$ cat src/hdl/vmb_pkg.sv
// vmb_pkg: shared constants, beat types and fixed-point helpers for the
// look-at view matrix builder. No dependencies.
`default_nettype none
package vmb_pkg;

  localparam int FRAC_BITS = 16;
  localparam int SQ_STAGES = 32;
  localparam int DV        = FRAC_BITS + 1;
  localparam int NUM_W     = 32 + FRAC_BITS;
  localparam int NW        = FRAC_BITS + 2;
  localparam int CW        = FRAC_BITS + 4;

  localparam logic [1:0]  ROW_LAST = 2'd3;
  localparam logic [31:0] FIX_ONE  = 32'd1 << FRAC_BITS;

  typedef struct packed {
    logic [2:0][31:0] eye;
    logic [2:0][31:0] d;
    logic [2:0][31:0] up;
  } side_t;

  typedef struct packed {
    logic [2:0][31:0] eye;
    logic [2:0]       sf;
    logic [2:0]       su;
    logic             zf;
    logic             zu;
  } nside_t;

  typedef struct packed {
    logic [2:0][3:0][31:0] ent;
    logic                  degen;
  } item_t;

  function automatic logic signed [31:0] sat32(input logic signed [63:0] v);
    if (v > 64'sd2147483647) return 32'sh7fffffff;
    if (v < -64'sd2147483648) return 32'sh80000000;
    return v[31:0];
  endfunction

  // drop FRAC_BITS, round half away from zero
  function automatic logic signed [63:0] scale_down(input logic signed [63:0] v);
    logic [63:0] m;
    logic [63:0] q;
    m = v[63] ? 64'(-v) : 64'(v);
    q = (m + (64'd1 << (FRAC_BITS - 1))) >> FRAC_BITS;
    return v[63] ? -$signed(q) : $signed(q);
  endfunction

endpackage
`default_nettype wire

$ cat src/hdl/vmb_sqrt.sv
// vmb_sqrt: fully pipelined 64-bit integer square root, one result bit per stage.
// Depends on vmb_pkg.
`default_nettype none
module vmb_sqrt (
  input  logic        clk,
  input  logic        en,
  input  logic [63:0] rad_in,
  output logic [31:0] root_out
);
  import vmb_pkg::*;

  logic [63:0] rem_r   [SQ_STAGES];
  logic [63:0] root_r  [SQ_STAGES];
  logic [63:0] vin     [SQ_STAGES];
  logic [63:0] rin     [SQ_STAGES];
  logic [63:0] rem_nxt [SQ_STAGES];
  logic [63:0] root_nxt[SQ_STAGES];

  always_comb begin
    vin[0] = rad_in;
    rin[0] = '0;
    for (int k = 1; k < SQ_STAGES; k++) begin
      vin[k] = rem_r[k-1];
      rin[k] = root_r[k-1];
    end
    for (int k = 0; k < SQ_STAGES; k++) begin
      if (vin[k] >= rin[k] + (64'd1 << (62 - 2 * k))) begin
        rem_nxt[k]  = vin[k] - (rin[k] + (64'd1 << (62 - 2 * k)));
        root_nxt[k] = (rin[k] >> 1) + (64'd1 << (62 - 2 * k));
      end else begin
        rem_nxt[k]  = vin[k];
        root_nxt[k] = rin[k] >> 1;
      end
    end
  end

  always_ff @(posedge clk) begin
    if (en) begin
      for (int k = 0; k < SQ_STAGES; k++) begin
        rem_r[k]  <= rem_nxt[k];
        root_r[k] <= root_nxt[k];
      end
    end
  end

  assign root_out = root_r[SQ_STAGES-1][31:0];

endmodule
`default_nettype wire

$ cat config.mk
export PLATFORM = sky130hd
export DESIGN_NAME = vmb_sqrt
export DESIGN_NICKNAME = d
export VERILOG_FILES = /design/src/hdl/vmb_pkg.sv /design/src/hdl/vmb_sqrt.sv
export SDC_FILE = /design/constraint.sdc
export NUM_CORES = 2
export LEC_CHECK = 0
export ABC_CLOCK_PERIOD_IN_PS = 4800
export BUFFER_PORTS_ARGS = -buffer_cell sky130_fd_sc_hd__clkbuf_2
export CAP_MARGIN = 20
export CORE_UTILIZATION = 55
export CTS_BUF_LIST = sky130_fd_sc_hd__clkbuf_8
export DETAILED_ROUTE_END_ITERATION = 8
export PLACE_DENSITY = 0.7
export SLEW_MARGIN = 20
export SYNTH_ARGS = -nofsm -noshare
export SYNTH_HDL_FRONTEND = slang
export SYNTH_SLANG_ARGS = --single-unit
$ cat constraint.sdc
create_clock -name clk -period 4.8 [get_ports clk]
set_input_delay 1.2 -clock clk [delete_from_list [all_inputs] [get_ports clk]]
set_output_delay 1.2 -clock clk [all_outputs]
set_load 0.01 [all_outputs]
==> results_dict.tcl <==
set metrics [dict create \
    netlist_instances 9596 \
    ff2ff_path_depth 12 \
    syn_nets 10200 \
    hold_start "rad_in[57]" \
    cts_hold_buf 0 \
    cts.sinks 2512 \
    arrival_ns 5.19 \
    p_clk_share_pct 30.4 \
    finalSetupViolCount 0 \
    avgSynthCellArea_um2 12.5 \
    tightest_slew_ns 1.12 \
    die_area_um2 220000 \
    cp_max_fo 7 \
    hold_viol 0 \
    antenna_found_initial 15 \
    synth_warnings 0 \
    synth_area_um2 120000 \
    rr_startpoint "rem_r[1][589]" \
    pre_cts_slack_ns 0.667 \
    maxSlewViolCount 0 \
    grt_max_degree 192 \
    wl_per_cell_um 22.7 \
    detail_route.vias_per_cell 5.96 \
    ys.flop_type "edfxtp_1" \
    slew_headroom_pct 23.4 \
    rsz0062_at_grt "false" \
    vias 78700 \
    syn_to_final_growth_pct 10.7 \
    fin_crit_sh_pct 91.3 \
    cts_resized 0 \
    start_util_pct 55.3 \
    yosys_register_bits 2512 \
    reg2reg_to "rem_r[1][690]" \
    drt_iter0_markers 7655 \
    drtPass1Iterations 6 \
    die_h_um 469 \
    dp_hpwl_mm 225 \
    max-cap-violations 0 \
    portBuffers 97 \
    drc 0 \
    finalPower_mw 63.1 \
    layout-drive-gt1-share_pct 8.86 \
    ir_worst_vdd_uv 341 \
    cts_buffer_depth 4 \
    postSynth.asyncResetShare_pct 0 \
    skew_ns 0.114 \
    routed_wl_mm 300 \
    h-tree-depth 5 \
    crit_path_start "rem_r[1][589]" \
    ys_types 88 \
    ff_latch_area_um2 75400 \
    start_kind "flip-flop" \
    synth_edf_count 2512 \
    nets 10700 \
    overflow 0 \
    fin_util_pct 61.2 \
    cts_setup_buffers 0 \
    cts_buffers 421 \
    fin_tns_setup_ns 0 \
    die_w_um 469 \
    critPathKind "flip-flop to flip-flop" \
    synth-seq-area-share_pct 62.8 \
    multiInputGateArea_um2 41300 \
    ant_nets 0 \
    pwr-share-comb_pct 21.5 \
    cts_root_buf "clkbuf_8" \
    leakage_nw 50.7 \
    hold_class "primary input to flip-flop" \
    grt_first_pass_wirelength_mm 454 \
    grt_use_total_pct 26.8 \
    power_switching_mw 19.2 \
    finalWorstSetupSlack_ns 0.416 \
    r2r_slack_ns 0.42 \
    fillCellCount 16700 \
    min_to "rem_r[0][57]" \
    cp-end-kind "flip-flop" \
    clk_latency_ns 1.10 \
    gp_congestion 0.953 \
    power_frac_seq_pct 48.2 \
    grt_pass1_vias 75700 \
    p_int_mw 43.9 \
    crit_required_ns 5.60 \
    clk_pin_slew_ns 0.07 \
    cts_tree "done" \
    core_area_um2 217000 \
    cellPowerDensity_nw_per_um2 475 \
    clock.fmax_mhz 228 \
    status "complete, no violations" \
    layout_min_cycle_time_ns 4.38 \
    fp-row-count 171 \
    pin_count 98 \
    min_path_cells 1 \
    switching_share_pct 30.4 \
]
[cell usage after synthesis, types with 28 or more instances]
library cell / number / area share (%)
edfxtp_1: 2512 / 63
inv_1: 705 / 2.2
nand2_1: 623 / 1.9
a21oi_1: 617 / 2.6
nor2_1: 592 / 1.8
ha_1: 558 / 5.8
o21ai_0: 472 / 2.0
xor2_1: 462 / 3.4
xnor2_1: 414 / 3.0
nor4_1: 339 / 1.8
nor3_1: 280 / 1.2
a21o_1: 258 / 1.6
clkbuf_1: 177 / 0.55
nand3_1: 171 / 0.71
nand4_1: 154 / 0.80
nand2b_1: 105 / 0.55
or3_1: 99 / 0.52
o21a_1: 94 / 0.59
nor2b_1: 73 / 0.38
or4_1: 67 / 0.42
o21bai_1: 58 / 0.36
o31ai_1: 56 / 0.35
nor4b_1: 52 / 0.38
or2_2: 52 / 0.27
a31oi_1: 50 / 0.26
a211oi_1: 46 / 0.29
mux2_2: 46 / 0.43
o211ai_1: 43 / 0.27
and3_1: 42 / 0.22
and2_1: 32 / 0.17
a2111oi_0: 28 / 0.20
[layout by cell type (no fill, tap or decap), types with 96 or more instances in the layout]
cell / count
inv_1: 800
clkbuf_2: 96
nand3_1: 171
xnor2_1: 414
or3_1: 98
nand2b_1: 105
nor2_1: 592
clkbuf_8: 423
a21o_1: 257
edfxtp_1: 2512
ha_1: 558
nor4_1: 337
xor2_1: 462
o21ai_0: 472
nand4_1: 154
a21oi_1: 617
nand2_1: 623
nor3_1: 277
[area by class of cell]
cell class,instances,area share (%)
repair buffers,210,1.19
flip-flops and latches,2512,56.7
multi-input cells,6173,31.1
clock inverters,326,1.91
diodes,12,0.0226
inverters,709,2.00
clock buffers,423,4.38
well taps,2854,2.69
[power groups by stage]
stage	clock network [mW]	logic, mW	registers (mW)
finish	19.2	13.5	30.4
global route	20.5	14.9	30.6
CTS	19.6	13.4	30.4
detailed placement	0	13.3	30.8
global placement	0	13.1	30.8
floorplan	0	9.89	29.5
[worst max-delay path: stages, from the launching register on]
cell and delay [ns]:
edfxtp_1 0.39, ha_1 0.40, or4b_2 0.62, nor4b_2 0.71, nand4_1 0.20, o211ai_1 0.28, nor3_1 0.08, o21a_1 0.14
inv_2 0.22, nand3_1 0.20, nor4_1 0.57, nand2b_1 0.15, xnor2_1 0.15
[stage by stage]
step	instances	hold WS, ns	cell area (µm²)
after global routing	13200	0.146	133000
after detailed placement	12500	0.431	125000
after CTS	13200	0.116	133000
after global placement	12500	0.429	125000
final	13200	0.228	133000
after floorplan	9596	0.417	120000
[sequential cells by signal, indices dropped and copies added, names as in the netlist]
signal  count
rem_r    1984
root_r    528
[logic make-up after synthesis]
| kind of cell | share of synthesized area, % |
|---|---|
| AND/OR/NAND/NOR | 11.9 |
| XOR/XNOR | 6.39 |
| buffers and inverters | 2.86 |
| AO/OA/AOI/OAI | 9.72 |
| adder cells (fa/ha/maj) | 5.81 |
| flip-flops | 62.8 |
| multiplexers | 0.498 |
[per-layer routing]
layer  up-vias  global-route usage (%)  wire length, µm  share of wire (%)
met5         -                       0               63              0.021
met4        10                    7.56             7370                2.5
met3       521                    3.77            19600                6.5
met2      2780                    42.1           138000                 46
met1     38500                    38.9           135000                 45
li1      36900                       -                -                  -
[how the worst max path moves through the flow]
stage	end	slack [ns]	depth (start not counted)
detailed placement	rem_r[1][690]	0.67	12
floorplan	rem_r[1][634]	1.10	11
CTS	rem_r[1][690]	0.61	12
global placement	rem_r[1][690]	0.34	13
finish	rem_r[1][690]	0.42	12
global route	rem_r[1][698]	0.35	12
Note: power is estimated with default switching activity, not from simulation.
