### src/hdl/vmb_pkg.sv
// vmb_pkg: shared constants, beat types and fixed-point helpers for the
// look-at view matrix builder. No dependencies.
`default_nettype none
package vmb_pkg;

  localparam int FRAC_BITS = 16;
  localparam int SQ_STAGES = 32;
  localparam int DV        = FRAC_BITS + 1;
  localparam int NUM_W     = 32 + FRAC_BITS;
  localparam int NW        = FRAC_BITS + 2;
  localparam int CW        = FRAC_BITS + 4;

  localparam logic [1:0]  ROW_LAST = 2'd3;
  localparam logic [31:0] FIX_ONE  = 32'd1 << FRAC_BITS;

  typedef struct packed {
    logic [2:0][31:0] eye;
    logic [2:0][31:0] d;
    logic [2:0][31:0] up;
  } side_t;

  typedef struct packed {
    logic [2:0][31:0] eye;
    logic [2:0]       sf;
    logic [2:0]       su;
    logic             zf;
    logic             zu;
  } nside_t;

  typedef struct packed {
    logic [2:0][3:0][31:0] ent;
    logic                  degen;
  } item_t;

  function automatic logic signed [31:0] sat32(input logic signed [63:0] v);
    if (v > 64'sd2147483647) return 32'sh7fffffff;
    if (v < -64'sd2147483648) return 32'sh80000000;
    return v[31:0];
  endfunction

  // drop FRAC_BITS, round half away from zero
  function automatic logic signed [63:0] scale_down(input logic signed [63:0] v);
    logic [63:0] m;
    logic [63:0] q;
    m = v[63] ? 64'(-v) : 64'(v);
    q = (m + (64'd1 << (FRAC_BITS - 1))) >> FRAC_BITS;
    return v[63] ? -$signed(q) : $signed(q);
  endfunction

endpackage
`default_nettype wire

### src/hdl/vmb_div.sv
// vmb_div: pipelined restoring divider, one quotient bit per stage.
// Depends on vmb_pkg.
`default_nettype none
module vmb_div (
  input  logic             clk,
  input  logic             en,
  input  logic [vmb_pkg::NUM_W-1:0] num_in,
  input  logic [31:0]      den_in,
  output logic [vmb_pkg::DV-1:0]    quo_out
);
  import vmb_pkg::*;

  logic [NUM_W-1:0] rem_r   [DV];
  logic [31:0]      den_r   [DV];
  logic [DV-1:0]    quo_r   [DV];
  logic [NUM_W-1:0] rin     [DV];
  logic [31:0]      din     [DV];
  logic [DV-1:0]    qin     [DV];
  logic [NUM_W-1:0] rem_nxt [DV];
  logic [DV-1:0]    quo_nxt [DV];

  always_comb begin
    rin[0] = num_in;
    din[0] = den_in;
    qin[0] = '0;
    for (int k = 1; k < DV; k++) begin
      rin[k] = rem_r[k-1];
      din[k] = den_r[k-1];
      qin[k] = quo_r[k-1];
    end
    for (int k = 0; k < DV; k++) begin
      if (rin[k] >= (NUM_W'(din[k]) << (DV - 1 - k))) begin
        rem_nxt[k] = rin[k] - (NUM_W'(din[k]) << (DV - 1 - k));
        quo_nxt[k] = {qin[k][DV-2:0], 1'b1};
      end else begin
        rem_nxt[k] = rin[k];
        quo_nxt[k] = {qin[k][DV-2:0], 1'b0};
      end
    end
  end

  always_ff @(posedge clk) begin
    if (en) begin
      for (int k = 0; k < DV; k++) begin
        rem_r[k] <= rem_nxt[k];
        den_r[k] <= din[k];
        quo_r[k] <= quo_nxt[k];
      end
    end
  end

  assign quo_out = quo_r[DV-1];

endmodule
`default_nettype wire

### config.mk
export PLATFORM = sky130hd
export DESIGN_NAME = vmb_div
export DESIGN_NICKNAME = d
export VERILOG_FILES = /design/src/hdl/vmb_pkg.sv /design/src/hdl/vmb_div.sv
export SDC_FILE = /design/constraint.sdc
export NUM_CORES = 2
export LEC_CHECK = 0
export BUFFER_PORTS_ARGS = -buffer_cell sky130_fd_sc_hd__buf_4
export CORE_MARGIN = 2
export CORE_UTILIZATION = 65
export CTS_CLUSTER_SIZE = 10
export DETAILED_ROUTE_END_ITERATION = 8
export PLACE_DENSITY = 0.81
export SYNTH_ARGS = -nofsm -noshare
export SYNTH_HDL_FRONTEND = slang
export SYNTH_SLANG_ARGS = --single-unit
### constraint.sdc
create_clock -name clk -period 10.1 [get_ports clk]
set_input_delay 2.02 -clock clk [delete_from_list [all_inputs] [get_ports clk]]
set_output_delay 2.02 -clock clk [all_outputs]
set_load 0.05 [all_outputs]
==> impl_metrics.env <==
export IMPL_core_area_mm2=0.124
export IMPL_clockBufferDepth=3
export IMPL_drc=0
export IMPL_clk_latency_ps=830
export IMPL_ir_drop_v=0.000194
export IMPL_pwr_share_seq_pct=36.9
export IMPL_layout_core_utilization_pct=71.5
export IMPL_min_period_over_period_pct=53.8
export IMPL_cts_sinks=1433
export IMPL_synth_seq_cells=1433
export IMPL_cp_required_ps=10630
export IMPL_design_die_area_mm2=0.128
export IMPL_drive_gt1_share_pct=5.86
export IMPL_pwr_share_clk_pct=21.0
export IMPL_cts_inserted_buffers=166
export IMPL_grt_max_degree=201
export IMPL_fin_skew_ps=61.3
export IMPL_finalNetCount=8258
export IMPL_async_reset_ff_share_pct=0
export IMPL_reg2regPathDepth=12
export IMPL_die_w_um=358
export IMPL_io_pins=99
export IMPL_area_delta_synth_final_pct=8.98
export IMPL_cts_repair_resized=0
export IMPL_grt_first_pass_wirelength_um=291000
export IMPL_drv_slew=0
export IMPL_start_util_pct=65.6
export IMPL_fmax_mhz=184
export IMPL_path_max_fanout=49
export IMPL_synth_warnings=0
export IMPL_portBuffers=98
export IMPL_hold_violations=0
export IMPL_synthFlopType="edfxtp_1"
export IMPL_swShare_pct=37.1
export IMPL_end_kind="register"
export IMPL_synthAdderAreaFrac_pct=8.77
export IMPL_cp_arrival_ps=5960
export IMPL_setup_viol=0
export IMPL_vias=57000
export IMPL_grt_pass1_vias=58200
export IMPL_synth_edf_count=1433
export IMPL_combPwrFrac_pct=42.0
export IMPL_fin_crit_ps=5430
export IMPL_hpwl_um=135000
export IMPL_dr_pass1_iters=8
export IMPL_holdBufCountCts=0
export IMPL_cts_setup_buffers=0
export IMPL_switchingPower_uw=9450
export IMPL_syn_cell_area_mm2=0.0812
export IMPL_drt_iter0_markers=4312
export IMPL_routedWlPerCell_um=19.7
export IMPL_via_per_inst=6.13
export IMPL_cts_tree="done"
export IMPL_num_antenna_cells=0
export IMPL_rsz0062_at_grt="false"
export IMPL_worstSetupPathType="input port to register"
export IMPL_status="completed"
export IMPL_final_cell_mix="1,433 x edfxtp_1, 704 x inv_1, 669 x nand2_1"
export IMPL_antenna_found_initial=0
export IMPL_worst_pin_slew_ps=1230
export IMPL_ys_seq_area_share_pct=53.0
export IMPL_max_cap_viol_count=0
export IMPL_synth_compound_area_share_pct=16.3
export IMPL_rows=129
export IMPL_yosys_area_share_xor_xnor_pct=5.84
export IMPL_pwr_density_cell_mw_per_mm2=288
export IMPL_syn_area_per_cell_um2=10.8
export IMPL_tns_ps=0
export IMPL_cts_root_buf="clkbuf_16"
export IMPL_cp_start_kind="input port"
export IMPL_detail_route_antenna_nets=0
export IMPL_grt_overflow_total=0
export IMPL_synth_mux_area_share_pct=0.990
export IMPL_min_path_cells=0
export IMPL_wl_um=183000
export IMPL_hp_class="register to register"
export IMPL_grtUsageTotal_pct=28.8
export IMPL_intPower_uw=16000
export IMPL_hold_ws_ps=411
export IMPL_p_leak_uw=0.0358
export IMPL_slew_limit_headroom_pct=16.0
export IMPL_clkTransAtPathRegs_ps=60
export IMPL_synth_top_family_by_area="compound AO/OA/AOI/OAI gates"
export IMPL_die_y_um=358
export IMPL_yosysUniqueCellTypes=86
export IMPL_final_common_cell="edfxtp_1"
export IMPL_htree_levels=4
export IMPL_gp_congestion=1.01
export IMPL_synth_cells=7506
export IMPL_syn_nets=8148
export IMPL_synth_simple_area_share_pct=10.9
==> state kept, by name (all words and copies together) (netlist names) <==
signal,cells
quo_r,153
den_r,512
rem_r,768
==> critical path, stage by stage <==
cell	delay, ps
buf_4	80
inv_1	40
ha_1	220
fa_1	410
nand2b_1	150
a21boi_0	270
o21a_1	180
o31ai_1	120
a2111oi_0	770
nand3b_1	290
a311oi_1	180
o21ai_4	280
buf_4	510
mux2_2	390
==> synthesized netlist by cell type (all sizes together), types with 13 or more instances <==
cell,n,area share (%)
mux2,67,0.93
nand4,85,0.65
o31a,14,0.15
inv,705,3.3
a221oi,13,0.14
a311oi,14,0.15
nor2b,75,0.58
or4,15,0.14
and3,56,0.43
a31oi,69,0.53
nand4b,15,0.16
or3,47,0.36
xnor2,274,3.0
a211o,19,0.20
nor4,69,0.53
nor2,422,2.0
o41ai,14,0.15
nand3b,15,0.14
o31ai,42,0.39
xor2,268,2.9
a21oi,637,3.9
clkbuf,176,0.82
ha,544,8.4
fa,16,0.39
nand3,100,0.62
nand2b,71,0.55
a2111oi,19,0.21
nor4b,14,0.15
and2,34,0.26
a31o,13,0.14
a211oi,47,0.43
o21bai,87,0.80
a21o,372,3.4
o21ai,548,3.4
edfxtp,1433,53
nand2,669,3.1
or2,20,0.15
o211ai,30,0.28
o21a,69,0.64
a21boi,26,0.24
buf,21,0.12
nor3,125,0.77
o2111ai,16,0.17
==> final timing paths <==
path | start | end | slack, ps
setup / recovery | num_in[16] | rem_r[0][33]$_DFFE_PP_ | 4670
hold / removal | quo_r[0][246]$_DFFE_PP_ | quo_r[0][264]$_DFFE_PP_ | 410
setup reg to reg | rem_r[0][17]$_DFFE_PP_ | rem_r[0][78]$_DFFE_PP_ | 5310
hold reg to reg | quo_r[0][246]$_DFFE_PP_ | quo_r[0][264]$_DFFE_PP_ | 410
==> layer usage <==
metal / vias to the layer above / part of all wire [%] / GRT usage, %
met3: 674 / 3.6 / 3.76
met4: 0 / 6.9 / 18.9
li1: 27700 / - / -
met2: 1892 / 56 / 57.2
met5: - / 0 / 0
met1: 26800 / 34 / 27.0
==> area by class of cell <==
cell class / instances / area (µm²)
clock inverters: 30 / 505
well taps: 1637 / 2050
clock buffers: 189 / 4240
inverters: 706 / 2650
multi-input cells: 5170 / 34900
fillers: 8406 / 35300
flip-flops and latches: 1433 / 43000
repair buffers: 139 / 1110
==> cells by family after synthesis <==
group                    count (synthesis)
AO/OA/AOI/OAI                         2129
flip-flops                            1433
buffers and inverters                  903
adder cells (fa/ha/maj)                560
AND/OR/NAND/NOR                       1867
multiplexers                            72
XOR/XNOR                               542
==> stage by stage <==
| stage | power (µW) | cell area [µm²] | cells | worst slack (ps) |
|---|---|---|---|---|
| detailed placement | 19900 | 83800 | 9085 | 3910 |
| CTS | 25300 | 88500 | 9304 | 4770 |
| finish | 25400 | 88500 | 9304 | 4670 |
| floorplan | 17200 | 81200 | 7506 | 4910 |
| global placement | 19600 | 83800 | 9085 | 3950 |
| global route | 27000 | 88500 | 9304 | 4560 |
==> power groups by stage <==
stage / Combinational (µW) / Sequential, µW / Clock [µW]
2_1_floorplan: 8020 / 9190 / 0
3_3_place_gp: 10200 / 9420 / 0
3_5_place_dp: 10400 / 9460 / 0
4_1_cts: 10500 / 9360 / 5430
5_1_grt: 11800 / 9540 / 5660
6_report: 10700 / 9400 / 5350
(Power assumes the default switching activity.)
