[src/hdl/vmb_pkg.sv]
// vmb_pkg: shared constants, beat types and fixed-point helpers for the
// look-at view matrix builder. No dependencies.
`default_nettype none
package vmb_pkg;

  localparam int FRAC_BITS = 16;
  localparam int SQ_STAGES = 32;
  localparam int DV        = FRAC_BITS + 1;
  localparam int NUM_W     = 32 + FRAC_BITS;
  localparam int NW        = FRAC_BITS + 2;
  localparam int CW        = FRAC_BITS + 4;

  localparam logic [1:0]  ROW_LAST = 2'd3;
  localparam logic [31:0] FIX_ONE  = 32'd1 << FRAC_BITS;

  typedef struct packed {
    logic [2:0][31:0] eye;
    logic [2:0][31:0] d;
    logic [2:0][31:0] up;
  } side_t;

  typedef struct packed {
    logic [2:0][31:0] eye;
    logic [2:0]       sf;
    logic [2:0]       su;
    logic             zf;
    logic             zu;
  } nside_t;

  typedef struct packed {
    logic [2:0][3:0][31:0] ent;
    logic                  degen;
  } item_t;

  function automatic logic signed [31:0] sat32(input logic signed [63:0] v);
    if (v > 64'sd2147483647) return 32'sh7fffffff;
    if (v < -64'sd2147483648) return 32'sh80000000;
    return v[31:0];
  endfunction

  // drop FRAC_BITS, round half away from zero
  function automatic logic signed [63:0] scale_down(input logic signed [63:0] v);
    logic [63:0] m;
    logic [63:0] q;
    m = v[63] ? 64'(-v) : 64'(v);
    q = (m + (64'd1 << (FRAC_BITS - 1))) >> FRAC_BITS;
    return v[63] ? -$signed(q) : $signed(q);
  endfunction

endpackage
`default_nettype wire

[src/hdl/vmb_serial.sv]
// vmb_serial: holds one finished matrix and sends it as four row beats.
// Depends on vmb_pkg.
`default_nettype none
module vmb_serial (
  input  logic                 clk,
  input  logic                 rst_n,
  input  logic                 load,
  input  vmb_pkg::item_t       item_in,
  output logic                 free,
  output logic                 out_valid,
  input  logic                 out_stall,
  output logic [1:0]           out_row_number,
  output logic signed [31:0]   out_col0,
  output logic signed [31:0]   out_col1,
  output logic signed [31:0]   out_col2,
  output logic signed [31:0]   out_col3,
  output logic                 out_degenerate,
  output logic                 out_last_row
);
  import vmb_pkg::*;

  logic       busy_r;
  logic [1:0] row_r;
  item_t      item_r;

  assign free = !busy_r || (!out_stall && row_r == ROW_LAST);

  always_ff @(posedge clk) begin
    if (!rst_n) begin
      busy_r <= 1'b0;
      row_r  <= '0;
    end else if (load) begin
      busy_r <= 1'b1;
      row_r  <= '0;
    end else if (busy_r && !out_stall) begin
      if (row_r == ROW_LAST) begin
        busy_r <= 1'b0;
      end else begin
        row_r <= row_r + 2'd1;
      end
    end
  end

  always_ff @(posedge clk) begin
    if (load) begin
      item_r <= item_in;
    end
  end

  always_comb begin
    case (row_r)
      2'd0, 2'd1, 2'd2: begin
        out_col0 = item_r.ent[row_r][0];
        out_col1 = item_r.ent[row_r][1];
        out_col2 = item_r.ent[row_r][2];
        out_col3 = item_r.ent[row_r][3];
      end
      default: begin
        out_col0 = '0;
        out_col1 = '0;
        out_col2 = '0;
        out_col3 = FIX_ONE;
      end
    endcase
  end

  assign out_valid      = busy_r;
  assign out_row_number = row_r;
  assign out_degenerate = item_r.degen;
  assign out_last_row   = (row_r == ROW_LAST);

endmodule
`default_nettype wire

[config.mk]
export PLATFORM = sky130hd
export DESIGN_NAME = vmb_serial
export DESIGN_NICKNAME = d
export VERILOG_FILES = /design/src/hdl/vmb_pkg.sv /design/src/hdl/vmb_serial.sv
export SDC_FILE = /design/constraint.sdc
export NUM_CORES = 1
export LEC_CHECK = 0
export ABC_AREA = 1
export BUFFER_PORTS_ARGS = -buffer_cell sky130_fd_sc_hd__buf_2
export CORE_AREA = 2 2 203 205
export CTS_BUF_LIST = sky130_fd_sc_hd__clkbuf_8 sky130_fd_sc_hd__clkbuf_16
export DETAILED_ROUTE_END_ITERATION = 10
export DIE_AREA = 0 0 205 207
export PLACE_DENSITY_LB_ADDON = 0.15
export SYNTH_ARGS = -nofsm -noshare
export SYNTH_HDL_FRONTEND = slang
export SYNTH_SLANG_ARGS = --single-unit
[constraint.sdc]
create_clock -name clk -period 1.6 [get_ports clk]
set_clock_uncertainty 0.2 [all_clocks]
set_input_delay 0.16 -clock clk [delete_from_list [all_inputs] [get_ports clk]]
set_output_delay 0.16 -clock clk [all_outputs]
set_load 0.005 [all_outputs]
==> results of run 1 <==
-- report_power, final --
part           internal [mW]  switching (mW)
logic                   1.86            1.59
registers               12.1           0.241
clock network           5.35            3.93
total                   19.3            5.76
-- cells by family after synthesis --
kind of cell	after synthesis	synth area share, %
and+or+nand+nor	526	13.6
AOI/OAI and AO/OA	130	4.13
adders and majority gates	2	0.159
buffers and inverters	331	8.32
DFF	388	73.8
-- metal layers --
layer	GRT usage [%]	share of wire [%]
met2	42.6	49
met4	10.0	3.6
met5	0	0
met3	5.63	8.1
met1	29.9	39
-- cell usage after synthesis, drive strengths merged --
cell type  instances  area [um^2]
nor2               8         30.0
buf               52          263
o21ai              1         5.00
clkbuf            18         67.6
edfxtp           385        11600
nand4              1         6.26
nand2            388         1460
a21oi            129          646
ha                 2         25.0
dfxtp              3         60.1
nand3            129          646
inv              261          980
-- metrics by stage --
stage / instances / instance area, um^2 / util (%) / hold slack [ns] / total power [mW]
5_1_grt: 2931 / 25800 / 64.0 / 0.0933 / 26.0
3_5_place_dp: 2445 / 19800 / 49.1 / 0.138 / 14.9
4_1_cts: 2915 / 25400 / 62.9 / 0.0663 / 25.1
2_1_floorplan: 1377 / 15800 / - / 0.0589 / 13.3
6_report: 2932 / 25800 / 64.0 / 0.102 / 25.1
3_3_place_gp: 2445 / 19800 / 49.1 / 0.136 / 14.9
-- worst max-delay path: stages (launching register included) --
cell	delay, ns
dfxtp_4	0.40
nor2_4	0.18
buf_12	0.18
buf_12	0.17
nand2_1	0.08
a21oi_2	0.17
buf_2	0.15
-- final cells by class --
type,count,area (um^2),share of cell area (%)
inverters,261,990,3.83
flip-flops and latches,388,11600,45.0
diodes,8,20.0,0.0775
multi-input cells,658,3220,12.5
well taps,532,666,2.58
repair buffers,1012,8010,31.0
clock buffers,45,1130,4.36
clock inverters,28,169,0.654
-- timing repair --
action,in CTS,in global routing
buffers inserted,7,3
gates cloned,2,7
resized for setup,68,67
hold buffers,388,0
pin swaps,12,18
hold endpoints to repair,529,0
endpoints found under the setup margin,132,131
-- registers in the layout, indices dropped and copies added (netlist names) --
register / flops
out_degenerate: 1
item_r: 384
out_row_number: 2
out_valid: 1
-- worst min path at each step --
stage / to / start / slack, ns
after floorplan: item_r[100] / item_in[100] / 0.06
after global placement: item_r[354] / item_in[354] / 0.14
after global routing: item_r[275] / item_in[275] / 0.09
final: item_r[29] / item_in[29] / 0.10
after CTS: item_r[353] / item_in[353] / 0.07
after detailed placement: item_r[216] / item_in[216] / 0.14
==> results.json, run 1 <==
{
  "grt_overflow": 0,
  "drt_wl_total_um": 54700,
  "rows": 74,
  "hpwl_um": 33600,
  "rrSetupSlack_ns": 0.11,
  "syn_area_per_cell_um2": 11.4,
  "holdPathStages": 2,
  "final_common_cell": "buf_2",
  "maxSlewViolCount": 0,
  "status": "finished with violations",
  "worst-setup-path-type": "register to output pin",
  "grt_util_all_layers_pct": 24.8,
  "cts-root-buf": "clkbuf_16",
  "final_cell_mix": "buf_2 (519), dlygate4sd3_1 (388), edfxtp_1 (385)",
  "path_max_fanout": 17,
  "drv_cap": 0,
  "required_ns": 1.24,
  "fin_crit_ns": 2.27,
  "antenna_found_initial": 7,
  "p_leak_nw": 11.7,
  "cts.reportedPaths.clkPinSlew_ns": 0.06,
  "ff2ff_path_depth": 6,
  "final_min_period_over_clock_period_pct": 142,
  "final.setup.tns_ns": -76.65,
  "dpl_worst_slack_ns": -0.250,
  "numPortBuffers": 522,
  "rsz0062_at_grt": "true",
  "relSlewSlack_pct": 75.8,
  "synth_fp_nets": 1768,
  "area_growth_pct": 64.0,
  "cts.sinks": 388,
  "nets": 2755,
  "grt_pass1_vias": 14600,
  "worst_pin_slew_ns": 0.363,
  "start_util_pct": 39.0,
  "drive_gt1_share_pct": 32.9,
  "setup_viol": 131,
  "cts_htree_levels": 2,
  "startpoint": "out_row_number[0]",
  "max_freq_ghz": 0.440,
  "startpoint_type": "register",
  "tritoncts": "done",
  "setup_ws_ns": -0.672,
  "syn_inst": 1377,
  "cp-end-kind": "output pin",
  "clk_latency_ns": 0.56,
  "reg2reg_from": "out_row_number[0]",
  "fp.dieArea_um2": 42400,
  "critPathCapture": "out_col3[25]",
  "die_h_um": 207,
  "gp_congestion": 0.847,
  "ios": 523,
  "cts_buffer_depth": 3,
  "drt_first_pass_iters": 5,
  "holdCritPathClass": "input pin to register",
  "hold_viol": 0,
  "ir_drop_v": 0.000875,
  "seq_area_frac_synth_pct": 73.8,
  "die_x_um": 205,
  "grt_pass1_wl_um": 80200,
  "core_um2": 40400,
  "drt_iter0_markers": 936,
  "synth.distinct_cells": 14,
  "ys_seq_elements": 388,
  "cts_buffers": 43,
  "violations": "setup timing",
  "wl_per_cell_um": 18.6,
  "powerDensity_nw_per_um2": 970,
  "cp_data_arrival_time_ns": 1.91,
  "synth_warnings": 0,
  "antenna_left": 0,
  "timing.rr.end": "out_valid",
  "drt-vias-per-instance": 4.71,
  "syn_area_um2": 15700,
  "route.detailed.drc": 0,
  "grt_max_degree": 54,
  "vias": 13800,
  "nFillCells": 3066
}
Power figures use the tool's default switching activity.
==> run 2, diff against run 1 <==
Settings changed: ABC_AREA 1 to default.
==> results.json, run 2 <==
{
  "holdPathStages": 2,
  "rsz0062_at_grt": "true",
  "drt_wl_total_um": 55100,
  "synth.most_common_cell": "edfxtp_1",
  "die_h_um": 207,
  "antenna_found_initial": 6,
  "cts-root-buf": "clkbuf_16",
  "path_max_fanout": 7,
  "cp_data_arrival_time_ns": 1.98,
  "clkPwrFrac_pct": 37.7,
  "drt_first_pass_iters": 5,
  "seq_area_frac_synth_pct": 69.7,
  "top_register": "item_r",
  "cp_slowest_cell": "dfxtp_4",
  "gp_congestion": 0.840,
  "final_core_util_pct": 67.6,
  "stdcell_count": 2580,
  "start_util_pct": 41.3,
  "tritoncts": "done",
  "synth_ff_type": "edfxtp_1",
  "wl_per_cell_um": 21.4,
  "grt_overflow": 0,
  "setup_ws_ns": -0.745,
  "hold_viol": 0,
  "hpwl_um": 33000,
  "final.setup.tns_ns": -86.07,
  "ys_seq_elements": 388,
  "required_ns": 1.24,
  "power_frac_comb_pct": 14.1,
  "status": "finished with violations",
  "ir_drop_v": 0.000838,
  "grt_pass1_vias": 13700,
  "hold-worst-slack_ns": 0.111,
  "path_common_cell": "buf_12",
  "max_freq_ghz": 0.426,
  "p_int_mw": 19.9,
  "synth_warnings": 0,
  "synth_top_area_cell": "edfxtp_1",
  "fp.dieArea_um2": 42400,
  "drt-vias-per-instance": 4.99,
  "powerDensity_nw_per_um2": 941,
  "synth_top_area_share_pct": 69.4,
  "synth.distinct_cells": 26,
  "p_seq_share_pct": 48.2,
  "nets": 2402,
  "finalPower_mw": 25.7,
  "cts_buffers": 43,
  "worst_pin_slew_ns": 0.377,
  "drive_gt1_share_pct": 51.4,
  "cts_buffer_depth": 3,
  "grt_max_degree": 54,
  "fin_crit_ns": 2.34,
  "numPortBuffers": 522,
  "final_cell_mix": "buf_2 (519), dlygate4sd3_1 (388), edfxtp_1 (385)",
  "synth_async_sr_flop_share_pct": 0,
  "slowest_delay_ns": 0.41,
  "vias": 12900,
  "die_x_um": 205,
  "area_growth_pct": 63.7,
  "synth.top_cells.by_count": "edfxtp_1 (385), a211oi_2 (217), nand2_1 (127), nor2b_1 (127), a211oi_1 (37)",
  "final_min_period_over_clock_period_pct": 147,
  "relSlewSlack_pct": 74.9,
  "route.detailed.drc": 0,
  "grt_pass1_wl_um": 78000,
  "drv_cap": 0,
  "p_leak_nw": 10.8,
  "yosys-top-cells-area": "edfxtp_1 (69%), a211oi_2 (16%), nor2b_1 (4.8%)",
  "switching_share_pct": 22.6,
  "cts.sinks": 388,
  "cts_htree_levels": 2,
  "ios": 523,
  "worst-setup-path-type": "register to output pin",
  "cp_cell_sequence": "ha_4 > buf_12 > buf_12 > clkbuf_16 > a211oi_2 > buf_2",
  "synth_edf_count": 385,
  "startpoint_type": "register",
  "p_switching_mw": 5.80,
  "cp-end-kind": "output pin",
  "final_common_cell": "buf_2",
  "setup_viol": 134,
  "synth_fp_nets": 1389,
  "syn_inst": 998,
  "core_um2": 40400,
  "largest_reg_flops": 384,
  "syn_area_um2": 16700,
  "ff2ff_path_depth": 7,
  "grt_util_all_layers_pct": 24.2,
  "cts.reportedPaths.clkPinSlew_ns": 0.06,
  "place_inst": 2073,
  "clk_latency_ns": 0.55,
  "syn_area_per_cell_um2": 16.7,
  "antenna_left": 0,
  "maxSlewViolCount": 0,
  "rows": 74,
  "violations": "setup timing",
  "drt_iter0_markers": 744,
  "holdCritPathClass": "input pin to register"
}
==> run 2: worst max-delay path: cells and delay by family (launching register included) <==
kind	cells	cell delay, ns
flops	1	0.41
compound gates	1	0.18
fa+ha+maj	1	0.21
buf+inv	4	0.62
==> run 2: what timing repair did <==
action,in CTS,in global routing
endpoints found under the setup margin,135,135
pin swaps,20,33
buffers inserted,6,10
hold buffers,388,0
gates cloned,7,16
hold endpoints to repair,544,0
gates resized for setup,73,110
==> run 2: power groups by stage <==
| stage | Sequential [mW] | Combinational (mW) | Clock (mW) |
|---|---|---|---|
| after floorplan | 12.5 | 1.20 | 0 |
| after global placement | 12.5 | 2.52 | 0 |
| after detailed placement | 12.5 | 2.55 | 0 |
| after CTS | 12.3 | 3.43 | 9.86 |
| after global routing | 12.4 | 3.86 | 10.3 |
| final | 12.4 | 3.61 | 9.69 |
==> run 2: cell families after synthesis <==
kind of cell | synth area share, %
and+or+nand+nor | 7.84
AOI/OAI and AO/OA | 18.1
buffers and inverters | 4.03
DFF | 69.7
muxes | 0.120
adders and majority gates | 0.150
xor gates and xnor gates | 0.0526
==> run 2: area by class of cell <==
| class | instances | area (um^2) |
|---|---|---|
| timing repair buffer | 1051 | 8690 |
| multi-input combinational | 523 | 4830 |
| tap | 532 | 666 |
| antenna | 6 | 15.0 |
| sequential | 388 | 11600 |
| clock inverter | 31 | 243 |
| timing repair inverter | 2 | 46.3 |
| clock buffer | 45 | 1130 |
| inverter | 2 | 33.8 |
| fill | 2718 | 13100 |
==> run 2: final timing paths <==
| kind | start | end | slack (ns) |
|---|---|---|---|
| worst max-delay path | out_row_number[0] | out_col2[3] | -0.74 |
| worst min register to register | out_valid | out_valid | 0.35 |
| worst min-delay path | item_in[10] | item_r[10] | 0.11 |
| worst max register to register | out_row_number[0] | out_row_number[1] | -0.13 |
==> run 2: per-stage QoR <==
step                setup slack (ns)  instance area [um^2]
finish                        -0.745                 27300
global route                  -0.836                 27300
CTS                           -0.768                 26400
detailed placement            -0.243                 20600
global placement              -0.264                 20600
floorplan                     -0.157                 16700
==> run 2: metal layers <==
layer / global-route usage [%] / routed length [um]
met1: 28.1 / 20700
met4: 10.5 / 2190
met5: 0 / 0
met2: 43.1 / 28700
met3: 5.00 / 3580
==> run 3, diff against run 2 <==
Settings changed: BUFFER_PORTS_ARGS -buffer_cell sky130_fd_sc_hd__buf_2 to -buffer_cell sky130_fd_sc_hd__clkbuf_2, CTS_BUF_LIST sky130_fd_sc_hd__clkbuf_8 sky130_fd_sc_hd__clkbuf_16 to default.
==> results.json, run 3 (synthesized netlist as in run 2, its figures left out) <==
{
  "powerDensity_nw_per_um2": 923,
  "area_growth_pct": 63.7,
  "rows": 74,
  "cp_data_arrival_time_ns": 2.06,
  "final_core_util_pct": 67.6,
  "gp_congestion": 0.807,
  "cp.depth": 6,
  "cts-root-buf": "clkbuf_16",
  "grt_pass1_vias": 13800,
  "grt_max_degree": 52,
  "status": "finished with violations",
  "cts_buffers": 44,
  "worst-setup-path-type": "register to output pin",
  "final_common_cell": "clkbuf_2",
  "startpoint": "out_row_number[0]",
  "grt_util_all_layers_pct": 23.7,
  "start_util_pct": 41.3,
  "rsz0062_at_grt": "true",
  "nFillCells": 2790,
  "p_leak_nw": 11.0,
  "drv_cap": 0,
  "wl_per_cell_um": 21.2,
  "cp-end-kind": "output pin",
  "antenna_left": 0,
  "hold_viol": 0,
  "ir_drop_v": 0.00104,
  "critPathBufInv": 4,
  "core_um2": 40400,
  "cts_buffer_depth": 3,
  "drt_first_pass_iters": 5,
  "multi_input_comb_area_um2": 4910,
  "cts_htree_levels": 2,
  "cp_cell_sequence": "buf_6 > ha_4 > buf_12 > buf_8 > a211oi_1 > clkbuf_2",
  "setup_ws_ns": -0.821,
  "largest_reg_flops": 384,
  "ff2ff_path_depth": 9,
  "dpl-instance-area_um2": 20500,
  "grt_overflow": 0,
  "die_x_um": 205,
  "tritoncts": "done",
  "clk_latency_ns": 0.56,
  "drt_iter0_markers": 738,
  "drt-vias-per-instance": 4.99,
  "max_freq_ghz": 0.413,
  "finish.instance_area_um2": 27300,
  "worst_pin_slew_ns": 0.467,
  "cp_slowest_cell": "dfxtp_4",
  "ios": 523,
  "regArea_um2": 11600,
  "cts.sinks": 388,
  "fp.dieArea_um2": 42400,
  "path_max_fanout": 8,
  "drt_wl_total_um": 55000,
  "maxSlewViolCount": 0,
  "cts.reportedPaths.clkPinSlew_ns": 0.06,
  "hpwl_um": 32600,
  "final_min_period_over_clock_period_pct": 151,
  "top_register": "item_r",
  "startpoint_type": "register",
  "min_from": "item_in[141]",
  "relSlewSlack_pct": 68.8,
  "reg2reg_from": "out_row_number[0]",
  "setup_viol": 135,
  "grt_pass1_wl_um": 77300,
  "drive_gt1_share_pct": 51.3,
  "holdPathStages": 2,
  "numPortBuffers": 522,
  "vias": 12900,
  "violations": "setup timing",
  "slowest_delay_ns": 0.38,
  "required_ns": 1.24,
  "final_cell_mix": "clkbuf_2 (433), dlygate4sd3_1 (388), edfxtp_1 (385)",
  "holdCritPathClass": "input pin to register",
  "die_h_um": 207,
  "nets": 2411,
  "antenna_found_initial": 5,
  "crit_family": "buffers and inverters",
  "fin_crit_ns": 2.42,
  "route.detailed.drc": 0
}
run 3: power breakdown:
group / total [mW] / internal (mW) / switching (mW)
registers: 12.3 / 12.1 / 0.274
logic: 3.67 / 2.10 / 1.57
clock network: 9.17 / 5.13 / 4.04
run 3: final cells by class:
| class | count | share of cell area (%) |
|---|---|---|
| clock buffer | 53 | 4.24 |
| sequential | 388 | 42.6 |
| inverter | 2 | 0.124 |
| multi-input combinational | 523 | 18.0 |
| tap | 532 | 2.44 |
| antenna | 5 | 0.0459 |
| timing repair buffer | 1061 | 32.1 |
| clock inverter | 24 | 0.449 |
run 3: routing by layer:
metal  global-route usage, %  vias up  share of wire, %
li1                        -     5918                 -
met1                    29.4     6315                39
met4                    9.28        0               3.2
met3                    4.34      109               6.4
met5                       0        -                 0
met2                    40.9      572                51
run 3: final timing paths:
path	endpoint	slack, ns
setup / recovery	out_col0[22]	-0.82
hold / removal	item_r[141]	0.10
setup reg to reg	out_valid	-0.12
hold reg to reg	out_valid	0.37
run 3: repair_timing:
item / CTS / global route
hold buffers: 388 / 0
cloned: 2 / 23
setup buffers: 6 / 22
endpoints found under the hold margin: 412 / 0
setup endpoints to repair: 134 / 135
pin swaps: 2 / 75
resized for setup: 52 / 237
run 3: per-stage QoR:
stage / hold WS (ns) / power, mW / TNS [ns] / cells / setup WS, ns
after global routing: 0.0840 / 26.1 / -99.58 / 2588 / -0.914
after global placement: 0.137 / 15.0 / -11.48 / 2065 / -0.255
after CTS: 0.0659 / 25.1 / -93.25 / 2538 / -0.795
final: 0.103 / 25.2 / -88.77 / 2588 / -0.821
after floorplan: 0.0589 / 13.6 / -15.15 / 998 / -0.157
after detailed placement: 0.139 / 15.1 / -12.99 / 2065 / -0.252
